## config.mk

```make
export PLATFORM = sky130hd
export DESIGN_NAME = clock_tree_tick_distributor
export DESIGN_NICKNAME = d
export VERILOG_FILES = /design/src/design/ctd_pkg.sv /design/src/design/clock_tree_tick_distributor.sv /design/src/design/ctd_div.sv
export SDC_FILE = /design/constraint.sdc
export NUM_CORES = 1
export LEC_CHECK = 0
export BUFFER_PORTS_ARGS = -buffer_cell sky130_fd_sc_hd__buf_2
export CAP_MARGIN = 20
export CORE_MARGIN = 3
export CORE_UTILIZATION = 50
export CTS_CLUSTER_DIAMETER = 40
export DETAILED_ROUTE_END_ITERATION = 10
export GPL_TIMING_DRIVEN = 0
export PLACE_DENSITY_LB_ADDON = 0.2
export SLEW_MARGIN = 10
export SYNTH_ARGS = -nofsm -noshare
export SYNTH_HDL_FRONTEND = slang
export SYNTH_HIERARCHICAL = 1
export SYNTH_SLANG_ARGS = --single-unit
```

## constraint.sdc

```tcl
create_clock -name clk -period 13.25 [get_ports clk]
set_input_delay 1.325 -clock clk [delete_from_list [all_inputs] [get_ports clk]]
set_output_delay 1.325 -clock clk [all_outputs]
set_load 0.02 [all_outputs]
```

## src/design/ctd_pkg.sv

```systemverilog
`default_nettype none

package ctd_pkg;

  // fixed field widths
  localparam int OUT_W     = 28;
  localparam int CYC_W     = 8;
  localparam int CFG_IDX_W = 3;
  localparam int ADIV_W    = 3;

  // smallest period register that still holds every reset value
  localparam int PERIOD_RST_W = 15;

  localparam logic [OUT_W-1:0] OUT_MAX = '1;

  // register indexes of the configuration port
  localparam logic [CFG_IDX_W-1:0] REG_MCLK_SOURCE    = 3'd0;
  localparam logic [CFG_IDX_W-1:0] REG_SMCLK_SOURCE   = 3'd1;
  localparam logic [CFG_IDX_W-1:0] REG_XT2_OFF        = 3'd2;
  localparam logic [CFG_IDX_W-1:0] REG_SMCLK_OFF      = 3'd3;
  localparam logic [CFG_IDX_W-1:0] REG_ACLK_DIV_SHIFT = 3'd4;
  localparam logic [CFG_IDX_W-1:0] REG_LFXT1_PERIOD   = 3'd5;
  localparam logic [CFG_IDX_W-1:0] REG_XT2_PERIOD     = 3'd6;
  localparam logic [CFG_IDX_W-1:0] REG_DCO_PERIOD     = 3'd7;

  // master clock source codes
  localparam logic [1:0] MCLK_DCO0  = 2'd0;
  localparam logic [1:0] MCLK_DCO1  = 2'd1;
  localparam logic [1:0] MCLK_XT2   = 2'd2;
  localparam logic [1:0] MCLK_LFXT1 = 2'd3;

  // sub-main clock source codes
  localparam logic SMCLK_DCO = 1'b0;
  localparam logic SMCLK_XT2 = 1'b1;

  // oscillator slots, also the order of the divide sequence
  typedef logic [1:0] osc_t;
  localparam osc_t OSC_LFXT1 = 2'd0;
  localparam osc_t OSC_XT2   = 2'd1;
  localparam osc_t OSC_DCO   = 2'd2;

  localparam logic [15:0] LFXT1_PERIOD_RST = 16'd30517;
  localparam logic [15:0] XT2_PERIOD_RST   = 16'd125;
  localparam logic [15:0] DCO_PERIOD_RST   = 16'd953;

endpackage

`default_nettype wire

```

## src/design/clock_tree_tick_distributor.sv

```systemverilog
// flow: the word is registered, its cycles multiplied into ns, then each running oscillator in turn is
//   divided on the DW = max(PERIOD_WIDTH, 28) + 1 bit divider, a stopped one skipped; the result is registered
// throughput: one word at a time through the shared bit-serial divider, the next accepted only once
//   the result is presented; a held result stalls the input
// reset: synchronous, clears the sequencer, the oscillator remainders and the aclk divider
//   remainder, and loads the default configuration (dco master, periods 30517/125/953 ns)
`default_nettype none

module clock_tree_tick_distributor #(
  parameter int PERIOD_WIDTH = 20
) (
  input  logic                          clk,
  input  logic                          rst,
  // configuration write port
  input  logic                          cfg_wr_en,
  input  logic [ctd_pkg::CFG_IDX_W-1:0] cfg_addr,
  input  logic [PERIOD_WIDTH-1:0]       cfg_wdata,
  // input words
  input  logic                          in_valid,
  output logic                          in_ready,
  input  logic [ctd_pkg::CYC_W-1:0]     cycles,
  input  logic                          cpu_off,
  input  logic                          osc_off,
  input  logic                          scg0,
  input  logic                          scg1,
  // result words
  output logic                          out_valid,
  input  logic                          out_ready,
  output logic [ctd_pkg::OUT_W-1:0]     elapsed_ns,
  output logic [ctd_pkg::OUT_W-1:0]     lfxt1_ticks,
  output logic [ctd_pkg::OUT_W-1:0]     xt2_ticks,
  output logic [ctd_pkg::OUT_W-1:0]     dco_ticks,
  output logic [ctd_pkg::CYC_W-1:0]     mclk_ticks,
  output logic [ctd_pkg::OUT_W-1:0]     aclk_ticks,
  output logic [ctd_pkg::OUT_W-1:0]     aclk_div_ticks,
  output logic [ctd_pkg::OUT_W-1:0]     smclk_ticks
);

  import ctd_pkg::*;

  localparam int PW     = PERIOD_WIDTH;
  // period registers are wide enough for the reset defaults too
  localparam int PRW    = (PW > PERIOD_RST_W) ? PW : PERIOD_RST_W;
  localparam int PROD_W = PRW + CYC_W;
  localparam int MW     = (PROD_W > OUT_W) ? PROD_W : OUT_W + 1;
  localparam int DW     = ((PRW > OUT_W) ? PRW : OUT_W) + 1;

  typedef enum logic [2:0] {
    S_IDLE,
    S_MUL,
    S_START,
    S_WAIT,
    S_FIN
  } state_t;

  // configuration
  logic [1:0]     mclk_source;
  logic           smclk_source;
  logic           xt2_off;
  logic           smclk_off;
  logic [1:0]     aclk_div_shift;
  logic [PRW-1:0] lfxt1_period;
  logic [PRW-1:0] xt2_period;
  logic [PRW-1:0] dco_period;

  // sequencer and per-word working registers
  state_t           state;
  osc_t             osc;
  logic [CYC_W-1:0] cyc;
  logic             cpu_off_q;
  logic             scg1_q;
  logic [2:0]       run;
  logic [PRW-1:0]   mul_period;
  logic [OUT_W-1:0] ns;
  logic [OUT_W-1:0] ticks [3];

  // state kept across words
  logic [PRW-1:0]    rem_ns [3];
  logic [ADIV_W-1:0] aclk_div_rem;

  // divider interface
  logic          div_start;
  logic [DW-1:0] div_dividend;
  logic [PRW-1:0] div_divisor;
  logic          div_done;
  logic [DW-1:0] div_quo;
  logic [PRW-1:0] div_rem;

  // combinational helpers
  logic [PRW-1:0]  src_period;
  logic [PRW-1:0]  osc_period;
  logic            lf_run;
  logic            x2_run;
  logic            dc_run;
  logic            mclk_is_dco;
  logic [PROD_W-1:0] prod;
  logic [MW-1:0]   prod_x;
  logic [OUT_W-1:0] ns_sat;
  logic [DW-1:0]   dividend;
  logic [ADIV_W-1:0] div_mask;
  logic [OUT_W:0]  adiv_sum;
  logic            out_free;

  // config writes, low bits kept for the narrow registers
  always_ff @(posedge clk) begin
    if (rst) begin
      mclk_source    <= MCLK_DCO0;
      smclk_source   <= SMCLK_DCO;
      xt2_off        <= 1'b0;
      smclk_off      <= 1'b0;
      aclk_div_shift <= '0;
      lfxt1_period   <= PRW'(LFXT1_PERIOD_RST);
      xt2_period     <= PRW'(XT2_PERIOD_RST);
      dco_period     <= PRW'(DCO_PERIOD_RST);
    end else if (cfg_wr_en) begin
      case (cfg_addr)
        REG_MCLK_SOURCE:    mclk_source    <= cfg_wdata[1:0];
        REG_SMCLK_SOURCE:   smclk_source   <= cfg_wdata[0];
        REG_XT2_OFF:        xt2_off        <= cfg_wdata[0];
        REG_SMCLK_OFF:      smclk_off      <= cfg_wdata[0];
        REG_ACLK_DIV_SHIFT: aclk_div_shift <= cfg_wdata[1:0];
        REG_LFXT1_PERIOD:   lfxt1_period   <= PRW'(cfg_wdata);
        REG_XT2_PERIOD:     xt2_period     <= PRW'(cfg_wdata);
        REG_DCO_PERIOD:     dco_period     <= PRW'(cfg_wdata);
        default: ;
      endcase
    end
  end

  // master source period, zero period reads as one
  always_comb begin
    case (mclk_source)
      MCLK_LFXT1: src_period = lfxt1_period;
      MCLK_XT2:   src_period = xt2_period;
      default:    src_period = dco_period;
    endcase
    if (src_period == '0) src_period = PRW'(1);
  end

  // period of the oscillator being divided
  always_comb begin
    case (osc)
      OSC_LFXT1: osc_period = lfxt1_period;
      OSC_XT2:   osc_period = xt2_period;
      default:   osc_period = dco_period;
    endcase
    if (osc_period == '0) osc_period = PRW'(1);
  end

  // gating rules, sampled with the word
  assign mclk_is_dco = (mclk_source == MCLK_DCO0) || (mclk_source == MCLK_DCO1);
  assign lf_run = !osc_off || (mclk_source == MCLK_LFXT1 && !cpu_off);
  assign x2_run = !xt2_off || (mclk_source == MCLK_XT2 && !cpu_off) ||
                  (smclk_source == SMCLK_XT2 && !smclk_off);
  assign dc_run = !scg0 || (mclk_is_dco && !cpu_off) ||
                  (smclk_source == SMCLK_DCO && !smclk_off);

  // cycles to ns, saturated at the output range
  assign prod   = PROD_W'(cyc) * PROD_W'(mul_period);
  assign prod_x = MW'(prod);
  assign ns_sat = (prod_x > MW'(OUT_MAX)) ? OUT_MAX : prod_x[OUT_W-1:0];

  // remainder plus elapsed time feeds the divider
  assign dividend = DW'(rem_ns[osc]) + DW'(ns);

  // aclk divider: carry the low shift bits between words
  assign div_mask = ADIV_W'((4'd1 << aclk_div_shift) - 4'd1);
  assign adiv_sum = (OUT_W + 1)'(aclk_div_rem & div_mask) + (OUT_W + 1)'(ticks[OSC_LFXT1]);

  assign out_free = !out_valid || out_ready;
  assign in_ready = (state == S_IDLE);

  always_ff @(posedge clk) begin
    if (rst) begin
      state        <= S_IDLE;
      osc          <= OSC_LFXT1;
      out_valid    <= 1'b0;
      div_start    <= 1'b0;
      rem_ns[0]    <= '0;
      rem_ns[1]    <= '0;
      rem_ns[2]    <= '0;
      aclk_div_rem <= '0;
    end else begin
      // kick the divider for a running oscillator
      div_start <= (state == S_START) && run[osc];
      // finish reloads the output register itself
      if (out_valid && out_ready && state != S_FIN) out_valid <= 1'b0;
      case (state)
        S_IDLE: begin
          if (in_valid) begin
            cyc        <= cycles;
            cpu_off_q  <= cpu_off;
            scg1_q     <= scg1;
            run        <= {dc_run, x2_run, lf_run};
            mul_period <= src_period;
            state      <= S_MUL;
          end
        end
        S_MUL: begin
          ns    <= ns_sat;
          osc   <= OSC_LFXT1;
          state <= S_START;
        end
        S_START: begin
          if (run[osc]) begin
            div_dividend <= dividend;
            div_divisor  <= osc_period;
            state        <= S_WAIT;
          end else begin
            // stopped oscillator keeps its remainder
            ticks[osc] <= '0;
            if (osc == OSC_DCO) state <= S_FIN;
            else osc <= osc + 1'b1;
          end
        end
        S_WAIT: begin
          if (div_done) begin
            rem_ns[osc] <= div_rem;
            ticks[osc]  <= div_quo[OUT_W-1:0];
            if (osc == OSC_DCO) begin
              state <= S_FIN;
            end else begin
              osc   <= osc + 1'b1;
              state <= S_START;
            end
          end
        end
        S_FIN: begin
          if (out_free) begin
            elapsed_ns     <= ns;
            lfxt1_ticks    <= ticks[OSC_LFXT1];
            xt2_ticks      <= ticks[OSC_XT2];
            dco_ticks      <= ticks[OSC_DCO];
            aclk_ticks     <= ticks[OSC_LFXT1];
            mclk_ticks     <= cpu_off_q ? '0 : cyc;
            aclk_div_ticks <= OUT_W'(adiv_sum >> aclk_div_shift);
            aclk_div_rem   <= adiv_sum[ADIV_W-1:0] & div_mask;
            if (!scg1_q && !smclk_off) begin
              smclk_ticks <= (smclk_source == SMCLK_XT2) ? ticks[OSC_XT2] : ticks[OSC_DCO];
            end else begin
              smclk_ticks <= '0;
            end
            out_valid <= 1'b1;
            state     <= S_IDLE;
          end
        end
        default: state <= S_IDLE;
      endcase
    end
  end

  ctd_div #(
    .DW(DW),
    .VW(PRW)
  ) u_div (
    .clk       (clk),
    .rst       (rst),
    .start     (div_start),
    .dividend  (div_dividend),
    .divisor   (div_divisor),
    .done      (div_done),
    .quotient  (div_quo),
    .remainder (div_rem)
  );

  a_accept_mul : assert property (@(posedge clk) disable iff (rst)
    in_valid && in_ready |=> state == S_MUL)
    else $error("accepted word did not start the multiply");

  a_done_wait : assert property (@(posedge clk) disable iff (rst)
    div_done |-> state == S_WAIT)
    else $error("divider finished outside the wait state");

  a_fin_out : assert property (@(posedge clk) disable iff (rst)
    state == S_FIN && out_free |=> out_valid && state == S_IDLE)
    else $error("result word not presented after finish");

  a_start_run : assert property (@(posedge clk) disable iff (rst)
    div_start |-> state == S_WAIT && run[osc])
    else $error("divider started for a stopped oscillator");

endmodule

`default_nettype wire

```

## src/design/ctd_div.sv

```systemverilog
`default_nettype none

// restoring divider, one quotient bit per cycle
module ctd_div #(
  parameter int DW = 29,
  parameter int VW = 20
) (
  input  logic          clk,
  input  logic          rst,
  input  logic          start,
  input  logic [DW-1:0] dividend,
  input  logic [VW-1:0] divisor,
  output logic          done,
  output logic [DW-1:0] quotient,
  output logic [VW-1:0] remainder
);

  localparam int CW = $clog2(DW + 1);

  logic          busy;
  logic [CW-1:0] cnt;
  logic [DW-1:0] q;
  logic [VW-1:0] r;
  logic [VW-1:0] d;
  logic [VW:0]   shifted;
  logic [VW:0]   diff;
  logic          ge;

  assign shifted = {r, q[DW-1]};
  assign diff    = shifted - {1'b0, d};
  assign ge      = shifted >= {1'b0, d};

  always_ff @(posedge clk) begin
    if (rst) begin
      busy <= 1'b0;
      done <= 1'b0;
      cnt  <= '0;
    end else begin
      // last quotient bit lands this cycle
      done <= busy && !start && (cnt == CW'(1));
      if (start) begin
        busy <= 1'b1;
        cnt  <= CW'(DW);
        q    <= dividend;
        r    <= '0;
        d    <= divisor;
      end else if (busy) begin
        q   <= {q[DW-2:0], ge};
        r   <= ge ? diff[VW-1:0] : shifted[VW-1:0];
        cnt <= cnt - 1'b1;
        if (cnt == CW'(1)) begin
          busy <= 1'b0;
        end
      end
    end
  end

  assign quotient  = q;
  assign remainder = r;

  a_start_busy : assert property (@(posedge clk) disable iff (rst)
    start |=> busy)
    else $error("divider not busy after start");

  a_done_idle : assert property (@(posedge clk) disable iff (rst)
    done |-> !busy && cnt == '0)
    else $error("divider done while still counting");

  a_rem_below : assert property (@(posedge clk) disable iff (rst)
    done && d != '0 |-> remainder < d)
    else $error("divider remainder not below divisor");

endmodule

`default_nettype wire

```

==> impl_metrics.toml <==
[status]
status = "finished, final reports clean"

[flow_run]
maxCapViolations = 0

[finish]
final_cell_mix = "edfxtp_1, nand2_1, buf_2, inv_1, and2_1"
final_nets = 3202
nFillCells = 4949
drive_gt1_share_pct = 18.0
areaGrowthSynthToFinish_pct = 17.6
fin_area_sq_um = 36900
mostFrequentLayoutCell = "edfxtp_1"

[floorplanning]
start_util_pct = 50.7
core_area_sq_um = 61800
die-width_um = 256
dieArea_sq_um = 65800
rows = 91
num_io_pins = 246
fp.dieH_um = 256

[drt]
antenna_left = 0
drc = 0
vias_per_cell = 5.56
drtIter0Drc = 1729
wl_per_cell_um = 20.8
drt_pass1_iterations = 5
num_vias = 21472
totalWireLength_um = 80300

[pwr]
pwr-share-seq_pct = 32.2
clockPowerShare_pct = 30.1
power_frac_comb_pct = 37.7
switchingPower_uw = 2710
max-vdd-ir-drop_uv = 179
p_int_uw = 4980
swShare_pct = 35.3
leakagePower_uw = 0.0148
p_per_area_nw_per_um2 = 209

[global_route]
grt_max_degree = 36
grt_pass1_wl_um = 123000
grt_pass1_vias = 21365
overflow = 0
grt_util_all_layers_pct = 24.1
antenna_found_initial = 1

[yosys]
netlist_area_sq_um = 31400
ys.flop_type = "edfxtp_1"
synth_seq_area_share_pct = 55.2
yosys.area.top_type = "edfxtp_1"
syn-num-nets = 2852
synth_seq_cells = 605
postSynth.asyncResetShare_pct = 0
synth_edf_count = 519
synthCells = 2603
synth_area_leaders = "edfxtp_1, fa_1, dfxtp_1"
syn_avg_cell_area_sq_um = 12.0
synth.distinct_cells = 88
synth_top_area_share_pct = 49.7
yosys_warnings = 6

[cts]
cts_setup_buffers = 0
clockRootBuffer = "clkbuf_16"
clkTransAtPathRegs_ns = 0.05
h-tree-depth = 3
cts.repair.resized = 0
ctsLongestPathBuffers = 3
holdBufCountCts = 0
cts.sinks = 605
cts_tree = "built"
cts_made_buffers = 89
clk_latency_ns = 0.63

[sta]
rsz0062_at_grt = "false"
tightest_slew_ns = 1.14
max_freq_mhz = 183
slew_viol_final = 0
post-route-period-util_pct = 41.2
setup_viol = 0
skew_ns = 0.0316
setup_tns_ns = 0
fin_crit_ns = 5.46
relSlewSlack_pct = 24.2
finalHoldViolations = 0

[placed_design]
gp_congestion = 0.930
place_hpwl_um = 59600
io_buffers = 243
placed_area_sq_um = 33900

[setup_path]
worstSetupEndpointType = "register"
crit_family = "adder cells"
worstPathCellList = "clkbuf_1 -> nand2_1 -> fa_1 -> fa_1 -> inv_1 -> fa_1 -> inv_1 -> fa_1 -> inv_1 -> ha_1 -> a21o_1 -> a221oi_4 -> o22ai_1 -> nor3_2 -> nor4_1 -> a2111oi_2 -> xnor2_1"
slowest_stage = "fa_1"
worstPathBufferInverterCount = 4
r2r_slack_ns = 7.79
crit_type = "register to register"
start_kind = "register"
crit_fanout = 10
cpMostUsedCell = "fa_1"
crit_required_ns = 13.60
cpPeakStageDelay_ns = 0.55
worstPathArrival_ns = 5.81

[hold_path]
hold_path_class = "register to register"
-- per-layer routing --
layer	global-route usage (%)	up-vias	share of wire, %
met2	40.1	798	48
li1	-	9930	-
met3	3.82	166	6.3
met1	31.6	10578	41
met4	10.5	0	4.1
met5	0	-	0
-- state kept, by name, summed over array words and instances (netlist names), 5 cells and up, named ones only --
name and cells:
aclk_div_ticks 28, aclk_ticks 28, cyc 8, dco_period 20, dco_ticks 28, div_dividend 29, div_divisor 20, elapsed_ns 28
lfxt1_period 20, mclk_ticks 8, mul_period 20, ns 28, rem_ns 80, smclk_ticks 28, ticks 84, u_div/cnt 5
u_div/d 20, u_div/quotient 29, u_div/remainder 20, xt2_period 20, xt2_ticks 28
-- stage by stage --
stage | cells | power, uW | utilization [%] | hold WS (ns) | worst slack [ns]
after floorplan | 2603 | 4680 | - | 0.400 | 3.48
after global placement | 3683 | 5330 | 54.4 | 0.404 | -0.153
after detailed placement | 3699 | 5390 | 54.8 | 0.406 | 7.79
after CTS | 3863 | 7730 | 59.7 | 0.420 | 7.76
after global routing | 3863 | 8220 | 59.7 | 0.431 | 7.33
final | 3864 | 7690 | 59.7 | 0.419 | 7.79
-- worst reg2reg max path, stage by stage (launching register included) --
cell	delay (ns)
edfxtp_1	0.35
clkbuf_1	0.48
nand2_1	0.16
fa_1	0.52
fa_1	0.55
inv_1	0.05
fa_1	0.52
inv_1	0.05
fa_1	0.52
inv_1	0.04
ha_1	0.35
a21o_1	0.22
a221oi_4	0.37
o22ai_1	0.18
nor3_2	0.23
nor4_1	0.10
a2111oi_2	0.37
xnor2_1	0.11
-- synthesized netlist by cell type, types with 4 or more instances --
| library cell | count |
|---|---|
| a221oi_1 | 4 |
| o211ai_1 | 10 |
| nor2b_1 | 18 |
| o21bai_1 | 6 |
| mux2_2 | 34 |
| and3_1 | 80 |
| clkbuf_1 | 106 |
| ha_1 | 98 |
| a22oi_1 | 21 |
| a31oi_1 | 16 |
| nand3_1 | 21 |
| dfxtp_1 | 86 |
| buf_2 | 11 |
| a21boi_0 | 6 |
| a21o_1 | 40 |
| fa_1 | 111 |
| or3_1 | 4 |
| buf_4 | 31 |
| or2_2 | 5 |
| xor2_1 | 27 |
| nand3b_1 | 24 |
| nand4_1 | 14 |
| o21a_1 | 11 |
| nor2_1 | 155 |
| mux2i_1 | 90 |
| nor3_1 | 15 |
| nand2b_1 | 13 |
| a211oi_1 | 11 |
| mux4_2 | 20 |
| buf_1 | 12 |
| and2_1 | 156 |
| a21oi_1 | 146 |
| nand2_1 | 292 |
| o31ai_1 | 7 |
| nor4_1 | 13 |
| o22ai_1 | 7 |
| xnor2_1 | 53 |
| o21ai_1 | 4 |
| inv_1 | 170 |
| o21ai_0 | 52 |
| edfxtp_1 | 519 |
-- final timing paths --
check | start | end | cells past startpoint
hold reg to reg | div_divisor[0] | u_div/d[0] | 0
hold / removal | div_divisor[0] | u_div/d[0] | 0
setup reg to reg | cyc[6] | ns[25] | 17
setup / recovery | cyc[6] | ns[25] | 17
-- final cells by class --
type	count	area [sq um]	share of cell area, %
Sequential cell	605	17300	46.9
Multi-Input combinational cell	1663	12700	34.4
Clock buffer	104	2340	6.33
Timing Repair Buffer	259	1440	3.91
Tap cell	837	1050	2.84
Buffer	164	769	2.09
Clock inverter	60	671	1.82
Inverter	171	642	1.74
Antenna cell	1	2.50	0.00678
-- power by group through the flow --
stage,Sequential [uW],Clock [uW],Combinational [uW]
2_1_floorplan,2510,0,2170
3_3_place_gp,2540,0,2800
4_1_cts,2480,2360,2890
6_report,2480,2320,2900
3_5_place_dp,2510,0,2870
5_1_grt,2490,2450,3280
-- cells by family after synthesis --
family | Yosys count | synth area share [%]
and+or+nand+nor | 834 | 13.3
DFF | 605 | 55.2
AOI/OAI and AO/OA | 394 | 8.16
buffers and inverters | 335 | 4.50
adders and majority gates | 209 | 11.0
muxes | 145 | 5.57
xor gates and xnor gates | 81 | 2.29
Power figures use the tool's default switching activity.
